### config.mk
export PLATFORM = sky130hd
export DESIGN_NAME = streaming_group_aggregator
export DESIGN_NICKNAME = d
export VERILOG_FILES = /design/src/sv/sga_pkg.sv /design/src/sv/sga_datapath.sv /design/src/sv/sga_controller.sv /design/src/sv/streaming_group_aggregator.sv
export SDC_FILE = /design/constraint.sdc
export NUM_CORES = 2
export LEC_CHECK = 0
export BUFFER_PORTS_ARGS = -buffer_cell sky130_fd_sc_hd__buf_4
export CORE_ASPECT_RATIO = 0.7
export CORE_MARGIN = 1
export CORE_UTILIZATION = 47
export DETAILED_ROUTE_END_ITERATION = 16
export RECOVER_POWER = 50
export SYNTH_ARGS = -nofsm -noshare
export SYNTH_HDL_FRONTEND = slang
export SYNTH_SLANG_ARGS = --single-unit
### constraint.sdc
create_clock -name clk -period 14.4 [get_ports clk]
set_clock_uncertainty 0.2 [all_clocks]
set_input_delay 2.88 -clock clk [delete_from_list [all_inputs] [get_ports clk]]
set_output_delay 2.88 -clock clk [all_outputs]
set_load 0.01 [all_outputs]
### src/sv/sga_pkg.sv
// Shared types and constants of the streaming group aggregator.
package sga_pkg;

    localparam logic [2:0] FUNC_SUM   = 3'd0;
    localparam logic [2:0] FUNC_MAX   = 3'd1;
    localparam logic [2:0] FUNC_MIN   = 3'd2;
    localparam logic [2:0] FUNC_COUNT = 3'd3;
    localparam logic [2:0] FUNC_AVG   = 3'd4;

    // 1.0 in Q.16 fixed point
    localparam logic [63:0] FIX_ONE = 64'h0000_0000_0001_0000;

    localparam int DIGIT_BITS = 8;

    typedef struct packed {
        logic load_in;
        logic prep;
        logic mul_step;
        logic add_x;
        logic abs_load;
        logic div_step;
        logic commit;
    } dp_cmd_t;

    typedef struct packed {
        logic avg_path;
    } dp_status_t;

endpackage

### src/sv/sga_datapath.sv
// Datapath: accumulator state, multiply and divide units, result selection.
module sga_datapath #(
    parameter int VALUE_BITS = 48,
    parameter int COUNT_BITS = 32
) (
    input  logic                         clk,
    input  logic                         rst_n,
    input  logic                         cfg_wr_en,
    input  logic [2:0]                   cfg_wr_data,
    input  logic signed [VALUE_BITS-1:0] value,
    input  logic                         start_group,
    input  sga_pkg::dp_cmd_t             cmd,
    output sga_pkg::dp_status_t          status,
    output logic signed [VALUE_BITS-1:0] aggregate,
    output logic [COUNT_BITS-1:0]        items_seen,
    output logic                         overflowed
);

    localparam int V  = VALUE_BITS;
    localparam int C  = COUNT_BITS;
    localparam int DB = sga_pkg::DIGIT_BITS;
    localparam int MW = ((C + DB - 1) / DB) * DB;
    localparam int PW = V + MW;

    localparam logic signed [V-1:0] VMAX = {1'b0, {(V-1){1'b1}}};
    localparam logic signed [V-1:0] VMIN = {1'b1, {(V-1){1'b0}}};
    localparam logic signed [V-1:0] ONE  = (V > 17) ? V'(sga_pkg::FIX_ONE) : VMAX;

    logic [2:0]          func_reg;
    logic signed [V-1:0] acc_reg, acc_next;
    logic [C-1:0]        count_reg, count_next;
    logic                open_reg;
    logic                ovf_reg, ovf_next;

    logic signed [V-1:0] x_reg;
    logic                first_reg;
    logic [C-1:0]        n_reg;
    logic [MW-1:0]       mplier_reg;
    logic [V-1:0]        mcand_reg;
    logic                acc_neg_reg;
    logic [PW-1:0]       prod_reg;
    logic signed [PW:0]  d_reg;
    logic                neg_reg;
    logic [V-1:0]        dlo_reg;
    logic [C-1:0]        rem_reg;
    logic [V-1:0]        q_reg;

    logic [C-1:0]        count_inc;
    logic [V+DB-1:0]     pp;
    logic signed [PW:0]  prod_s;
    logic signed [PW:0]  x_ext;
    logic [PW:0]         d_mag;
    logic [C:0]          trial;
    logic                trial_ge;
    logic signed [V:0]   sum_w;
    logic signed [V-1:0] avg_res;

    assign count_inc = (count_reg == {C{1'b1}}) ? count_reg : count_reg + 1'b1;
    assign pp        = mcand_reg * mplier_reg[MW-1 -: DB];
    assign prod_s    = signed'({1'b0, prod_reg});
    assign x_ext     = (PW+1)'(x_reg);
    assign d_mag     = d_reg[PW] ? unsigned'(-d_reg) : unsigned'(d_reg);
    assign trial     = {rem_reg, dlo_reg[V-1]};
    assign trial_ge  = trial >= {1'b0, n_reg};
    assign sum_w     = (V+1)'(acc_reg) + (V+1)'(x_reg);
    assign avg_res   = neg_reg ? signed'(-q_reg) : signed'(q_reg);

    assign status.avg_path = (func_reg == sga_pkg::FUNC_AVG) && !first_reg;

    always_comb
    begin
        acc_next   = acc_reg;
        ovf_next   = ovf_reg;
        count_next = count_inc;
        if (first_reg)
        begin
            acc_next   = (func_reg == sga_pkg::FUNC_COUNT) ? ONE : x_reg;
            count_next = C'(1);
            ovf_next   = 1'b0;
        end
        else
        begin
            case (func_reg)
                sga_pkg::FUNC_SUM:
                begin
                    if (sum_w[V] != sum_w[V-1])
                    begin
                        acc_next = sum_w[V] ? VMIN : VMAX;
                        ovf_next = 1'b1;
                    end
                    else
                    begin
                        acc_next = sum_w[V-1:0];
                    end
                end
                sga_pkg::FUNC_MAX:   acc_next = (x_reg > acc_reg) ? x_reg : acc_reg;
                sga_pkg::FUNC_MIN:   acc_next = (x_reg < acc_reg) ? x_reg : acc_reg;
                sga_pkg::FUNC_COUNT: acc_next = (acc_reg > VMAX - ONE) ? VMAX : acc_reg + ONE;
                sga_pkg::FUNC_AVG:   acc_next = avg_res;
                default:             acc_next = acc_reg;
            endcase
        end
    end

    always_ff @(posedge clk or negedge rst_n)
    begin
        if (!rst_n)
        begin
            func_reg  <= sga_pkg::FUNC_SUM;
            acc_reg   <= '0;
            count_reg <= '0;
            open_reg  <= 1'b0;
            ovf_reg   <= 1'b0;
        end
        else
        begin
            if (cfg_wr_en)
            begin
                func_reg <= cfg_wr_data;
            end
            if (cmd.commit)
            begin
                acc_reg   <= acc_next;
                count_reg <= count_next;
                ovf_reg   <= ovf_next;
                open_reg  <= 1'b1;
            end
        end
    end

    always_ff @(posedge clk)
    begin
        if (cmd.load_in)
        begin
            x_reg     <= value;
            first_reg <= start_group || !open_reg;
        end
        if (cmd.prep)
        begin
            n_reg       <= count_inc;
            mplier_reg  <= MW'(count_inc - 1'b1);
            mcand_reg   <= acc_reg[V-1] ? unsigned'(-acc_reg) : unsigned'(acc_reg);
            acc_neg_reg <= acc_reg[V-1];
            prod_reg    <= '0;
        end
        if (cmd.mul_step)
        begin
            prod_reg   <= (prod_reg << DB) + PW'(pp);
            mplier_reg <= mplier_reg << DB;
        end
        if (cmd.add_x)
        begin
            d_reg <= acc_neg_reg ? x_ext - prod_s : x_ext + prod_s;
        end
        if (cmd.abs_load)
        begin
            neg_reg <= d_reg[PW];
            dlo_reg <= d_mag[V-1:0];
            rem_reg <= d_mag[V +: C];
            q_reg   <= '0;
        end
        if (cmd.div_step)
        begin
            rem_reg <= trial_ge ? C'(trial - {1'b0, n_reg}) : trial[C-1:0];
            q_reg   <= {q_reg[V-2:0], trial_ge};
            dlo_reg <= dlo_reg << 1;
        end
    end

    assign aggregate  = acc_reg;
    assign items_seen = count_reg;
    assign overflowed = ovf_reg;

endmodule

### src/sv/sga_controller.sv
// Controller: sequences accept, multiply, divide and commit of one beat.
module sga_controller #(
    parameter int VALUE_BITS = 48,
    parameter int COUNT_BITS = 32
) (
    input  logic                clk,
    input  logic                rst_n,
    input  logic                in_valid,
    output logic                in_ready,
    output logic                out_valid,
    input  logic                out_ready,
    input  sga_pkg::dp_status_t status,
    output sga_pkg::dp_cmd_t    cmd
);

    localparam int CNT_W     = $clog2(VALUE_BITS);
    localparam int MUL_STEPS = (COUNT_BITS + sga_pkg::DIGIT_BITS - 1) / sga_pkg::DIGIT_BITS;

    typedef enum logic [2:0] {
        S_IDLE,
        S_PREP,
        S_MUL,
        S_ADD,
        S_ABS,
        S_DIV,
        S_DONE
    } state_t;

    state_t           state_reg, state_next;
    logic [CNT_W-1:0] cnt_reg, cnt_next;
    logic             out_valid_reg, out_valid_next;

    always_comb
    begin
        state_next     = state_reg;
        cnt_next       = cnt_reg;
        out_valid_next = out_valid_reg && !out_ready;
        cmd            = '0;
        case (state_reg)
            S_IDLE:
            begin
                if (in_valid)
                begin
                    cmd.load_in = 1'b1;
                    state_next  = S_PREP;
                end
            end
            S_PREP:
            begin
                cmd.prep   = 1'b1;
                cnt_next   = '0;
                state_next = status.avg_path ? S_MUL : S_DONE;
            end
            S_MUL:
            begin
                cmd.mul_step = 1'b1;
                cnt_next     = cnt_reg + 1'b1;
                if (cnt_reg == CNT_W'(MUL_STEPS - 1))
                begin
                    state_next = S_ADD;
                end
            end
            S_ADD:
            begin
                cmd.add_x  = 1'b1;
                state_next = S_ABS;
            end
            S_ABS:
            begin
                cmd.abs_load = 1'b1;
                cnt_next     = '0;
                state_next   = S_DIV;
            end
            S_DIV:
            begin
                cmd.div_step = 1'b1;
                cnt_next     = cnt_reg + 1'b1;
                if (cnt_reg == CNT_W'(VALUE_BITS - 1))
                begin
                    state_next = S_DONE;
                end
            end
            S_DONE:
            begin
                if (!out_valid_reg || out_ready)
                begin
                    cmd.commit     = 1'b1;
                    out_valid_next = 1'b1;
                    state_next     = S_IDLE;
                end
            end
            default:
            begin
                state_next = S_IDLE;
            end
        endcase
    end

    always_ff @(posedge clk or negedge rst_n)
    begin
        if (!rst_n)
        begin
            state_reg     <= S_IDLE;
            cnt_reg       <= '0;
            out_valid_reg <= 1'b0;
        end
        else
        begin
            state_reg     <= state_next;
            cnt_reg       <= cnt_next;
            out_valid_reg <= out_valid_next;
        end
    end

    assign in_ready  = (state_reg == S_IDLE);
    assign out_valid = out_valid_reg;

endmodule

### src/sv/streaming_group_aggregator.sv
// Top level of the streaming group aggregator (sum, max, min, count, average).
//
//   port group   direction   handshake          payload
//   in           sink        in_valid/ready     value, start_group
//   out          source      out_valid/ready    aggregate, items_seen, overflowed
//   cfg          sink        cfg_wr_en          cfg_wr_data (aggregate function)
//
// Sum, max, min and count go from accept through prepare to commit; average
// also passes the 8-bit-per-cycle multiplier and the 1-bit-per-cycle
// restoring divider before it commits.
// A new beat is taken while the previous result waits in the output register.
// Reset clears the accumulator, count, overflow flag and group state.
module streaming_group_aggregator #(
    parameter int VALUE_BITS = 48,
    parameter int COUNT_BITS = 32
) (
    input  logic                         clk,
    input  logic                         rst_n,
    input  logic                         cfg_wr_en,
    input  logic [2:0]                   cfg_wr_data,
    input  logic                         in_valid,
    output logic                         in_ready,
    input  logic signed [VALUE_BITS-1:0] value,
    input  logic                         start_group,
    output logic                         out_valid,
    input  logic                         out_ready,
    output logic signed [VALUE_BITS-1:0] aggregate,
    output logic [COUNT_BITS-1:0]        items_seen,
    output logic                         overflowed
);

    sga_pkg::dp_cmd_t    cmd;
    sga_pkg::dp_status_t status;

    sga_controller #(
        .VALUE_BITS(VALUE_BITS),
        .COUNT_BITS(COUNT_BITS)
    ) u_ctrl (
        .clk      (clk),
        .rst_n    (rst_n),
        .in_valid (in_valid),
        .in_ready (in_ready),
        .out_valid(out_valid),
        .out_ready(out_ready),
        .status   (status),
        .cmd      (cmd)
    );

    sga_datapath #(
        .VALUE_BITS(VALUE_BITS),
        .COUNT_BITS(COUNT_BITS)
    ) u_dp (
        .clk        (clk),
        .rst_n      (rst_n),
        .cfg_wr_en  (cfg_wr_en),
        .cfg_wr_data(cfg_wr_data),
        .value      (value),
        .start_group(start_group),
        .cmd        (cmd),
        .status     (status),
        .aggregate  (aggregate),
        .items_seen (items_seen),
        .overflowed (overflowed)
    );

endmodule

==> results.txt <==
Pre-antenna DRT Iters - 6
Routed len/inst - 23.5 um
Area Overhead vs Synth - 8.22%
Crit path buf inv count - 3
Worst skew pair latency - 0.70 ns
Cell count after synthesis - 5,962
Vias in the first global route - 42.7k
Endpoints failing hold - 0
TritonCTS buffer count - 60
Reg2Reg Launch Point - u_ctrl.state_reg[2]$_DFFE_PN0P_
Yosys cell types - 83
HP Start - u_dp.dlo_reg[0]$_SDFFE_PP0P_
Finished Core Util - 51.6%
Most Frequent Cell on Critical Path - clkbuf_1
Largest net degree at the start of global routing - 81
Violated checks - capacitance limit, slew limit
CP Class - flop to flop
Post-synth EDFFs - 443
Largest family of logic cells by synthesized area - adder cells
TritonCTS clock tree - yes
Max reg flops - 81
DIE WIDTH - 403 um
RSZ-0062 raised after global routing - no
Clock root cell - clkbuf_16
Min Tclk post-route - 8.95 ns
Share of cells above drive strength 1 - 5.60%
Crit path required time - 14.35 ns
Relative slew margins - -178%
Crit path from - u_ctrl.state_reg[2]$_DFFE_PN0P_
Vias per cell - 6.00
Die span in y - 283 um
# resized after CTS - 0
Tightest Pin Transition - 4.18 ns
YS warnings - 0
Drc violations - 0
CP max FO - 75
Mapped Nets - 6,648
Final wirelength - 176 mm
Ys async rst share - 17.4%
Worst setup SP type - flop
Fill cell count - 10.5k
Post-synth top cells - nand2_1, inv_1, edfxtp_1
Iteration-0 DRC Markers - 4,672
Mux contribution to synthesized area - 0.413%
Core ar. - 111,000 um^2
CP max stage delay - 3.09 ns
Initial core utilization - 47.7%
#FFs+latches synth - 547
Sequential Area - 15,900 um^2
Routed Antenna Nets - 0
Slew Limit Fails - 757
Cts hold-fix bufs - 0
Worst setup EP type - flop
Total track usage - 30.5%
Yosys top cell by area - edfxtp_1
Count leader, synth - nand2_1
Initial antenna violation count - 7
Slowest CP cell - clkbuf_1
WHS Endpoint - u_dp.dlo_reg[0]$_SDFFE_PP0P_
Die area - 114,000 um^2
Total clock sinks - 547
Status - finished with violations
Crit path max-delay family - buffers and inverters
Vias - 44.9k
Area contributors post-synth - edfxtp_1, fa_1, ha_1, xnor2_1, dfrtp_1
R2r endpoint - u_dp.dlo_reg[14]$_DFFE_PN_
Final worst-path cycle share - 62.2%
Max-cap viol count - 13
Post-synthesis simple-gate area fraction - 18.6%
IO buf count - 139
Setup violators final - 0
First-pass GRT wire length - 269 mm
Footprint of the multi-input gates - 34,000 um^2
Sequential element share of the synthesized area - 29.9%
Remaining Overflow, GRT - 0
Worst Hold Class - flop to flop
Std cell rows - 102
H-tree levels - 2
Clk pin slew, worst setup/hold paths - 0.07 ns
Crit-path cells - clkbuf_1 -> nor2b_2 -> clkbuf_1 -> clkbuf_1
Synth Area in XOR/XNOR - 8.69%
Reg2reg setup slack - 5.45 ns
Mapped Area - 53,000 um^2
Synth Area in Adders - 19.5%
N_diodes - 0
Max Clk Rate - 112 MHz
Placer Congestion - 0.995
Post-synth top area share - 25.1%
Worst Path Arrival - 8.90 ns
Post-synth top flop - edfxtp_1
Clk buf depth - 3
R2R depth - 4
Mean Syn Cell Area - 8.89 um^2
Compound-Gate Fraction of Synth Area - 17.0%
WHS - 0.257 ns
Post-CTS Setup Inserts - 0
DP HPWL - 137 mm
Setup TNS - 0 ns
Hold Crit Depth - 2
Ports - 140
Nets@finish - 6,612
==> area by class of cell <==
| class | count | area share [%] |
|---|---|---|
| timing repair buffer | 198 | 2.49 |
| multi-input combinational | 4575 | 59.3 |
| clock inverter | 45 | 1.01 |
| inverter | 544 | 3.57 |
| tap | 1508 | 3.29 |
| sequential | 547 | 27.6 |
| clock buffer | 69 | 2.71 |
==> placed cells by master, fill, tap and decap left out, types with 30 or more instances in the layout <==
cell,netlist,layout
a211oi_1,37,36
a21o_1,104,104
a21oi_1,369,368
a221oi_1,38,38
a31oi_1,68,68
and2_1,318,313
and3_1,95,95
buf_4,0,133
clkbuf_16,0,60
clkbuf_4,0,49
dfrtp_1,95,93
edfxtp_1,443,443
fa_1,326,326
ha_1,303,303
inv_1,541,539
nand2_1,576,576
nand2b_1,47,47
nand3_1,117,117
nand4_1,86,86
nor2_1,396,393
nor2b_1,42,41
nor3_1,94,94
nor4_1,61,62
o211ai_1,38,38
o21a_1,50,50
o21ai_0,380,379
o21bai_1,42,42
o31ai_1,81,81
or3_1,53,54
or4_1,30,30
xnor2_1,356,356
xor2_1,170,170
==> logic make-up after synthesis <==
family | Yosys count
multiplexers | 21
XOR/XNOR | 526
adder cells (fa/ha/maj) | 630
AND/OR/NAND/NOR | 1979
AO/OA/AOI/OAI | 1419
buffers and inverters | 840
flip-flops | 547
==> worst register-to-register path, cell delays in order (launching register included) <==
cell and delay (ns):
dfrtp_2 0.37, clkbuf_1 1.98, nor2b_2 0.43, clkbuf_1 2.29, clkbuf_1 3.12
==> layer usage <==
| metal | global-route usage [%] | share of wire (%) | vias up |
|---|---|---|---|
| li1 | - | - | 20800 |
| met1 | 47.7 | 48 | 22000 |
| met2 | 42.9 | 41 | 1876 |
| met3 | 6.36 | 9.2 | 234 |
| met4 | 6.40 | 2.1 | 10 |
| met5 | 0 | 0.053 | - |
==> worst max-delay path by stage <==
stage / to / slack (ns) / cells past startpoint
after floorplan: u_dp.dlo_reg[37]$_DFFE_PN_ / 6.58 / 6
after global placement: u_dp.prod_reg[66]$_SDFFCE_PN0P_ / 6.75 / 22
after detailed placement: u_dp.prod_reg[78]$_SDFFCE_PN0P_ / 6.68 / 22
after CTS: u_dp.prod_reg[78]$_SDFFCE_PN0P_ / 6.66 / 22
after global routing: u_dp.dlo_reg[14]$_DFFE_PN_ / 4.74 / 4
final: u_dp.dlo_reg[14]$_DFFE_PN_ / 5.45 / 4
==> stage by stage <==
stage	area [um^2]	worst slack, ns	instances
2_1_floorplan	53000	6.58	5962
3_3_place_gp	55300	6.75	7372
3_5_place_dp	55300	6.68	7372
4_1_cts	57500	6.66	7486
5_1_grt	57400	4.74	7486
6_report	57400	5.45	7486
Power is not shown: default switching activity piles up to over one toggle a cycle in this logic, so the estimate is an artifact.
